File: src/sv/mrdt_pkg.sv
// ----------------------------------------------------------------------------
// Discovery terminator package
// Widths, codes, interface structs and helper functions.
// ----------------------------------------------------------------------------
`timescale 1ns / 1ps

package mrdt_pkg;

  localparam int MaxWindow  = 16;
  localparam int CntBits    = 24;
  localparam int ThBits     = 17;
  localparam int FracBits   = 16;
  localparam int WinCfgBits = 5;
  localparam int CfgDataBits = ThBits;
  localparam int CfgIdxBits = 2;
  localparam int ActBits    = 2;
  localparam int MdBits     = 8;

  localparam int FillBits = $clog2(MaxWindow + 1);
  localparam int IdxBits  = (MaxWindow > 1) ? $clog2(MaxWindow) : 1;
  localparam int SumBits  = CntBits + $clog2(MaxWindow);

  typedef enum logic [ActBits-1:0] {
    ACT_DATA  = 2'd0,
    ACT_TICK  = 2'd1,
    ACT_START = 2'd2
  } action_e;

  typedef enum logic [CfgIdxBits-1:0] {
    CFG_MULTI_ROUND = 2'd0,
    CFG_ROUND_TH    = 2'd1,
    CFG_DISC_TH     = 2'd2,
    CFG_WINDOW      = 2'd3
  } cfg_idx_e;

  typedef struct packed {
    logic push;
    logic clear;
  } win_ctrl_t;

  typedef struct packed {
    logic [SumBits-1:0] sum_next;
    logic               full_next;
  } win_stat_t;

  // Packed so that send_request lands in bit 0.
  typedef struct packed {
    logic discovery_finished;
    logic round_finished;
    logic active;
    logic send_request;
  } result_t;

  function automatic logic [CntBits-1:0] sat_add(logic [CntBits-1:0] a,
                                                 logic [CntBits-1:0] b);
    logic [CntBits:0] s;
    s = {1'b0, a} + {1'b0, b};
    return s[CntBits] ? {CntBits{1'b1}} : s[CntBits-1:0];
  endfunction

  function automatic logic [FillBits-1:0] clamp_size(logic [WinCfgBits-1:0] c);
    logic [FillBits+WinCfgBits-1:0] cw;
    cw = {{FillBits{1'b0}}, c};
    if (cw == '0) begin
      return FillBits'(1);
    end else if (cw > (FillBits + WinCfgBits)'(MaxWindow)) begin
      return FillBits'(MaxWindow);
    end
    return cw[FillBits-1:0];
  endfunction

endpackage

File: src/sv/mrdt_cell.sv
// ----------------------------------------------------------------------------
// Window cell
// Holds one slot count and hands it to the next cell on every push.
// ----------------------------------------------------------------------------
`timescale 1ns / 1ps

module mrdt_cell import mrdt_pkg::*; (
  input  logic               clk_i,
  input  logic               shift_i,
  input  logic [CntBits-1:0] data_i,
  output logic [CntBits-1:0] data_o
);

  logic [CntBits-1:0] count_q;

  always_ff @(posedge clk_i) begin
    if (shift_i) begin
      count_q <= data_i;
    end
  end

  assign data_o = count_q;

endmodule

File: src/sv/mrdt_window.sv
// ----------------------------------------------------------------------------
// Sliding slot window
// A row of cells shifted on each slot tick, with fill count and running sum.
// ----------------------------------------------------------------------------
`timescale 1ns / 1ps

module mrdt_window import mrdt_pkg::*; (
  input  logic                clk_i,
  input  logic                rst_ni,
  input  win_ctrl_t           ctrl_i,
  input  logic [CntBits-1:0]  slot_count_i,
  input  logic [FillBits-1:0] size_i,
  output win_stat_t           stat_o
);

  logic [CntBits-1:0]  tap [MaxWindow];
  logic [FillBits-1:0] fill_q, fill_d;
  logic [SumBits-1:0]  sum_q, sum_d;
  logic                drop;
  logic [FillBits-1:0] oldest_pos;
  logic [IdxBits-1:0]  oldest_idx;

  // Cell 0 holds the newest slot, cell k the slot pushed k ticks ago.
  for (genvar k = 0; k < MaxWindow; k++) begin : g_cell
    if (k == 0) begin : g_first
      mrdt_cell u_cell (
        .clk_i  (clk_i),
        .shift_i(ctrl_i.push),
        .data_i (slot_count_i),
        .data_o (tap[k])
      );
    end else begin : g_next
      mrdt_cell u_cell (
        .clk_i  (clk_i),
        .shift_i(ctrl_i.push),
        .data_i (tap[k-1]),
        .data_o (tap[k])
      );
    end
  end

  always_comb begin
    drop       = (fill_q >= size_i) && (fill_q != '0);
    oldest_pos = fill_q - FillBits'(1);
    oldest_idx = oldest_pos[IdxBits-1:0];
    sum_d      = sum_q - (drop ? SumBits'(tap[oldest_idx]) : '0) + SumBits'(slot_count_i);
    fill_d     = fill_q - FillBits'(drop) + FillBits'(1);
  end

  assign stat_o.sum_next  = sum_d;
  assign stat_o.full_next = (fill_d == size_i);

  always_ff @(posedge clk_i or negedge rst_ni) begin
    if (!rst_ni) begin
      fill_q <= '0;
      sum_q  <= '0;
    end else if (ctrl_i.clear) begin
      fill_q <= '0;
      sum_q  <= '0;
    end else if (ctrl_i.push) begin
      fill_q <= fill_d;
      sum_q  <= sum_d;
    end
  end

endmodule

File: src/sv/multi_round_discovery_terminator_core.sv
// A result beat is registered into the output buffer when its event beat is taken.
// Throughput: one event per cycle; the round and discovery tests each use one
// 17x24 multiply and compare in the accept cycle, next to the window's cell row.
// A two-entry output buffer keeps input open while one result waits; two stall it.
// Reset (rst_ni low, asynchronous) empties the window, zeroes all counters,
// leaves discovery idle and loads the register defaults; no clearing pass.
// ----------------------------------------------------------------------------
// Multi-round discovery terminator core
// Counts discovery traffic per slot and decides when rounds and discovery end.
// ----------------------------------------------------------------------------
`timescale 1ns / 1ps

module multi_round_discovery_terminator_core import mrdt_pkg::*; (
  input  logic                   clk_i,
  input  logic                   rst_ni,
  input  logic                   cfg_we_i,
  input  logic [CfgIdxBits-1:0]  cfg_idx_i,
  input  logic [CfgDataBits-1:0] cfg_data_i,
  input  logic                   s_axis_tvalid,
  output logic                   s_axis_tready,
  input  logic [7:0]             s_axis_tdata,  // [7:0] new_metadata_count
  input  logic [1:0]             s_axis_tuser,  // [1:0] action
  output logic                   m_axis_tvalid,
  input  logic                   m_axis_tready,
  // [0] send_request, [1] active, [2] round_finished, [3] discovery_finished,
  // [7:4] zero
  output logic [7:0]             m_axis_tdata
);

  logic                mre_q;
  logic [ThBits-1:0]   thr_q, thd_q;
  logic [WinCfgBits-1:0] win_q;

  logic [CntBits-1:0]  smsg_q, smsg_d;
  logic [CntBits-1:0]  rmsg_q, rmsg_d;
  logic [CntBits-1:0]  rmd_q, rmd_d;
  logic [CntBits-1:0]  dmd_q, dmd_d;
  logic                run_q, run_d;

  result_t             res;
  result_t             out0_q, out1_q;
  logic                v0_q, v1_q;

  win_ctrl_t           wctrl;
  win_stat_t           wstat;
  logic [FillBits-1:0] wsize;

  logic                s_fire, m_fire;
  logic [MdBits-1:0]   newmd;
  logic [ThBits+CntBits-1:0]  rprod, dprod;
  logic [SumBits+ThBits-1:0]  rlhs;
  logic [CntBits+ThBits-1:0]  dlhs;
  logic                round_end, disc_end;

  always_ff @(posedge clk_i or negedge rst_ni) begin
    if (!rst_ni) begin
      mre_q <= 1'b1;
      thr_q <= '0;
      thd_q <= '0;
      win_q <= WinCfgBits'(5);
    end else if (cfg_we_i) begin
      unique case (cfg_idx_e'(cfg_idx_i))
        CFG_MULTI_ROUND: mre_q <= cfg_data_i[0];
        CFG_ROUND_TH:    thr_q <= cfg_data_i[ThBits-1:0];
        CFG_DISC_TH:     thd_q <= cfg_data_i[ThBits-1:0];
        CFG_WINDOW:      win_q <= cfg_data_i[WinCfgBits-1:0];
        default: ;
      endcase
    end
  end

  assign wsize  = clamp_size(win_q);
  assign s_fire = s_axis_tvalid && s_axis_tready;
  assign m_fire = m_axis_tvalid && m_axis_tready;
  assign newmd  = s_axis_tdata[MdBits-1:0];

  mrdt_window u_window (
    .clk_i       (clk_i),
    .rst_ni      (rst_ni),
    .ctrl_i      (wctrl),
    .slot_count_i(smsg_q),
    .size_i      (wsize),
    .stat_o      (wstat)
  );

  // Ratios compared by cross-multiplication: sum/msgs <= TH as sum*2^16 <= TH*msgs.
  always_comb begin
    rprod     = (ThBits + CntBits)'(thr_q) * (ThBits + CntBits)'(rmsg_q);
    dprod     = (ThBits + CntBits)'(thd_q) * (ThBits + CntBits)'(dmd_q);
    rlhs      = (SumBits + ThBits)'({wstat.sum_next, {FracBits{1'b0}}});
    dlhs      = (CntBits + ThBits)'({rmd_q, {FracBits{1'b0}}});
    round_end = wstat.full_next &&
                ((wstat.sum_next == '0) || (rlhs <= (SumBits + ThBits)'(rprod)));
    disc_end  = (rmd_q == '0) || (dlhs <= dprod);
  end

  always_comb begin
    smsg_d = smsg_q;
    rmsg_d = rmsg_q;
    rmd_d  = rmd_q;
    dmd_d  = dmd_q;
    run_d  = run_q;
    wctrl  = '0;
    res    = '0;
    if (s_fire) begin
      unique case (action_e'(s_axis_tuser))
        ACT_START: begin
          res.send_request = 1'b1;
          if (mre_q) begin
            dmd_d       = '0;
            rmd_d       = '0;
            rmsg_d      = '0;
            smsg_d      = '0;
            wctrl.clear = 1'b1;
            run_d       = 1'b1;
          end else begin
            run_d = 1'b0;
          end
        end
        ACT_DATA: begin
          dmd_d  = sat_add(dmd_q, CntBits'(newmd));
          rmd_d  = sat_add(rmd_q, CntBits'(newmd));
          rmsg_d = sat_add(rmsg_q, CntBits'(1));
          smsg_d = sat_add(smsg_q, CntBits'(1));
        end
        ACT_TICK: begin
          if (run_q) begin
            wctrl.push = 1'b1;
            if (round_end) begin
              res.round_finished = 1'b1;
              if (disc_end) begin
                res.discovery_finished = 1'b1;
                run_d = 1'b0;
              end else begin
                rmd_d            = '0;
                rmsg_d           = '0;
                smsg_d           = '0;
                wctrl.clear      = 1'b1;
                res.send_request = 1'b1;
              end
            end else begin
              smsg_d = '0;
            end
          end
        end
        default: ;
      endcase
    end
    res.active = run_d;
  end

  always_ff @(posedge clk_i or negedge rst_ni) begin
    if (!rst_ni) begin
      smsg_q <= '0;
      rmsg_q <= '0;
      rmd_q  <= '0;
      dmd_q  <= '0;
      run_q  <= 1'b0;
    end else begin
      smsg_q <= smsg_d;
      rmsg_q <= rmsg_d;
      rmd_q  <= rmd_d;
      dmd_q  <= dmd_d;
      run_q  <= run_d;
    end
  end

  // Two-entry result buffer: out0 is the beat on offer, out1 the one behind it.
  always_ff @(posedge clk_i or negedge rst_ni) begin
    if (!rst_ni) begin
      v0_q <= 1'b0;
      v1_q <= 1'b0;
    end else if (m_fire) begin
      if (v1_q) begin
        v0_q <= 1'b1;
        v1_q <= 1'b0;
      end else begin
        v0_q <= s_fire;
      end
    end else if (s_fire) begin
      if (v0_q) begin
        v1_q <= 1'b1;
      end else begin
        v0_q <= 1'b1;
      end
    end
  end

  always_ff @(posedge clk_i) begin
    if (m_fire) begin
      out0_q <= v1_q ? out1_q : res;
    end else if (s_fire) begin
      if (v0_q) begin
        out1_q <= res;
      end else begin
        out0_q <= res;
      end
    end
  end

  assign s_axis_tready = !v1_q;
  assign m_axis_tvalid = v0_q;
  assign m_axis_tdata  = {4'b0000, out0_q};

endmodule

File: config.mk
export PLATFORM = sky130hd
export DESIGN_NAME = multi_round_discovery_terminator_core
export DESIGN_NICKNAME = d
export VERILOG_FILES = /design/src/sv/mrdt_pkg.sv /design/src/sv/mrdt_cell.sv /design/src/sv/mrdt_window.sv /design/src/sv/multi_round_discovery_terminator_core.sv
export SDC_FILE = /design/constraint.sdc
export NUM_CORES = 2
export LEC_CHECK = 0
export ABC_CLOCK_PERIOD_IN_PS = 33500
export BUFFER_PORTS_ARGS = -buffer_cell sky130_fd_sc_hd__buf_2
export CAP_MARGIN = 20
export CORE_MARGIN = 1.5
export CORE_UTILIZATION = 35
export DETAILED_ROUTE_END_ITERATION = 10
export RECOVER_POWER = 25
export REMOVE_ABC_BUFFERS = 1
export SLEW_MARGIN = 20
export SYNTH_ARGS = -nofsm -noshare
export SYNTH_HDL_FRONTEND = slang
export SYNTH_SLANG_ARGS = --single-unit
File: constraint.sdc
create_clock -name clk_i -period 33.5 [get_ports clk_i]
set_input_delay 3.35 -clock clk_i [delete_from_list [all_inputs] [get_ports clk_i]]
set_output_delay 3.35 -clock clk_i [all_outputs]
set_load 0.02 [all_outputs]
==> qor.csv <==
stage,metric,value,unit
final_layout,mostFrequentLayoutCells,"inv_1 (953), nand2_1 (788), fa_1 (684)",
clocking,cts_buffers,67,
global_route,grt_overflow,0,
global_route,grt_max_degree,204,
floorplanning,core.rowCount,143,
synth,async_flop_share,0.3050,
global_route,track_usage,0.1663,
global_route,grt_pass1_vias,37968,
clocking,path_clk_slew,0.06,ns
outcome,run_status,finished clean,
clocking,h-tree-depth,3,
global_route,grt_pass1_wl,208900,um
worst_setup_path,worstPathRequired,33.98,ns
floorplanning,die_h,394.0,um
pwr,leakage,25.46,nW
floorplanning,die_area,155300,sq um
floorplanning,initial_utilization,0.3523,
clocking,hold_buffers,0,
worst_setup_path,crit_family,adder cells,
synth,seq_area_frac_synth,0.3005,
sta,fin_skew,0.03173,ns
synth,ys_ff_latch,564,
sta,timing.final.crit_share,0.3384,
worst_setup_path,cp-start-kind,flop,
route,vias,36239,
worst_setup_path,critical_path_class,flop to flop,
clocking,clk_latency,0.64,ns
final_layout,drive_above_1_share,0.06949,
route,viasPerCell,5.044,
sta,rsz0062_at_grt,no,
clocking,clock_path_buffers,3,
synth,ys.flop_type,edfxtp_1,
clocking,post_cts_buffers,0,
sta,timing.setup.tns,0,ns
clocking,root_buffer,clkbuf_16,
sta,period_needed,11.34,ns
clocking,cts_tree,done,
route,drcViolationCount,0,
clocking,post_cts_resized,0,
route,drt_iter0_markers,2534,
sta,hold_violations,0,
synth,ys_warn_count,0,
worst_setup_path,r2r_cells,38,
route,wire_per_inst,17.68,um
final_layout,mostFrequentLayoutCell,inv_1,
floorplanning,io_pins,44,
flow_run,drv_cap,0,
min_path,worstHoldPathCells,0,
placed_design,io_buffers,39,
placed_design,globalplace.congestion,0.8835,
floorplanning,core-area,151900,sq um
final_layout,syn_to_final_growth,8.333,%
sta,worst_pin_slew,1.135,ns
sta,fmax,0.08822,GHz
synth,ys_types,78,
worst_setup_path,cp_num_buf_inv,7,
route,first_pass_iters,8,
sta,maxSlewViolCount,0,
route,wl,127000,um
worst_setup_path,slowest_delay,0.92,ns
synth,syn_area,53520,sq um
worst_setup_path,cp_slowest_cell,dfrtp_1,
synth,netlist_instances,5193,
clocking,clock-sinks,564,
synth,postSynthAreaPerCell,10.31,sq um
worst_setup_path,arrival,11.82,ns
worst_setup_path,cp-end-kind,flop,
floorplanning,die_x,394.0,um
pwr,power_per_cell_area,83.38,nW/um^2
sta,relSlewSlack,0.2431,
synth,synth-edff-count,392,
placed_design,dpl.hpwl,92750,um
final_layout,nets,6163,
sta,setup_viol,0,
global_route,antenna_found_initial,3,
final_layout,post-route-util,0.3817,
worst_setup_path,path_depth,38,
pwr,vdd_ir_drop_max,0.1002,mV
min_path,hold_path_class,flop to flop,
worst_setup_path,crit_fanout,91,
route,ant_nets,0,
==> cells in the mapped netlist, types with 9 or more instances <==
library cell  number  area (sq um)
mux4_2            96          2162
nand3_1           64         320.3
edfxtp_1         392         11770
xnor2_1           65         569.3
o211ai_1          12         90.09
nor2_1            98         367.9
o21bai_1          17         127.6
clkbuf_1         220         825.8
a211oi_1          62         465.5
ha_1             344          4304
fa_1             684         13690
inv_1            954          3581
and3_1            25         156.4
and2_1           266          1664
nor2b_1           44         275.3
o31ai_1           21         157.7
buf_2             11         55.05
buf_1             12         45.04
a31oi_1           33         206.5
a21o_1            77         578.1
a41oi_1            9         78.83
o21ai_0          128         640.6
nand2b_1          19         118.9
nor4_1            19         118.9
mux2i_1           25         250.2
buf_4             10         75.07
dfrtp_1          169          4229
o21a_1            12         90.09
nand4_1           22         137.6
xor2_1            40         350.3
nand2_1          788          2958
mux2_2            45         506.7
nor3_1            30         150.1
a21oi_1          254          1271
==> area by class of cell <==
cell class	instances	area (sq um)
sequential	564	16080
clock buffer	88	1815
timing repair buffer	92	638.1
tap	2030	2540
clock inverter	32	420.4
fill	14832	93930
multi-input combinational	3422	32880
inverter	954	3588
antenna	2	5.005
==> report_power, final <==
group          internal, mW  leakage [nW]  total, mW  switching, mW
registers             0.818          5.83      0.940          0.122
clock network         0.435          1.08      0.747          0.312
logic                  1.30          18.6       3.15           1.85
total                  2.55          25.5       4.83           2.29
==> logic make-up (layout without fill, tap and decap cells) <==
logic type / after synthesis / in the layout / share of synthesized area
xor+xnor: 105 / 105 / 0.01718
other cells: 1 / 6 / 0.00007007
fa+ha+maj: 1028 / 1028 / 0.3363
compound gates: 698 / 698 / 0.08153
simple gates: 1420 / 1420 / 0.1236
flops: 564 / 564 / 0.3005
buf+inv: 1210 / 1166 / 0.08613
mux: 167 / 167 / 0.05476
==> sequential cells by signal, summed over array words and instances, names as in the netlist, 4 cells and up <==
name,flops
smsg_q,24
u_window.g_cell.g_first.u_cell.data_o,24
u_window.fill_q,5
u_window.sum_q,28
thd_q,17
rmsg_q,24
win_q,5
out1_q,4
dmd_q,24
u_window.g_cell.g_next.u_cell.data_o,360
rmd_q,24
thr_q,17
m_axis_tdata,4
==> metal layers <==
layer	GRT usage	vias up	wire length [um]
met5	0	-	33
met4	0.03923	4	2570
met1	0.2378	18571	59130
met3	0.02650	153	6885
li1	-	16658	-
met2	0.2640	853	58370
==> per-stage QoR <==
| stage | cells | worst slack, ns | cell area (sq um) | hold slack [ns] | power, mW |
|---|---|---|---|---|---|
| global route | 7182 | 21.18 | 57970 | 0.4391 | 5.311 |
| floorplan | 4940 | 19.69 | 52500 | 0.4207 | 3.281 |
| CTS | 7181 | 22.09 | 57950 | 0.4302 | 4.881 |
| finish | 7184 | 22.16 | 57970 | 0.4325 | 4.834 |
| detailed placement | 7061 | 22.18 | 55720 | 0.4282 | 4.098 |
| global placement | 7060 | 22.33 | 55700 | 0.4218 | 4.051 |
==> worst paths after layout <==
path	startpoint	end	slack [ns]
worst max-delay path	dmd_q[9]	rmsg_q[4]	22.16
worst min-delay path	u_window.g_cell[7].g_next.u_cell.data_o[9]	u_window.g_cell[8].g_next.u_cell.data_o[9]	0.43
worst max register to register	dmd_q[9]	rmsg_q[4]	22.16
worst min register to register	u_window.g_cell[7].g_next.u_cell.data_o[9]	u_window.g_cell[8].g_next.u_cell.data_o[9]	0.43
max in group asynchronous	rst_ni	u_window.fill_q[0]	29.05
min in group asynchronous	rst_ni	dmd_q[22]	2.78
Note: power is estimated with default switching activity, not from simulation.
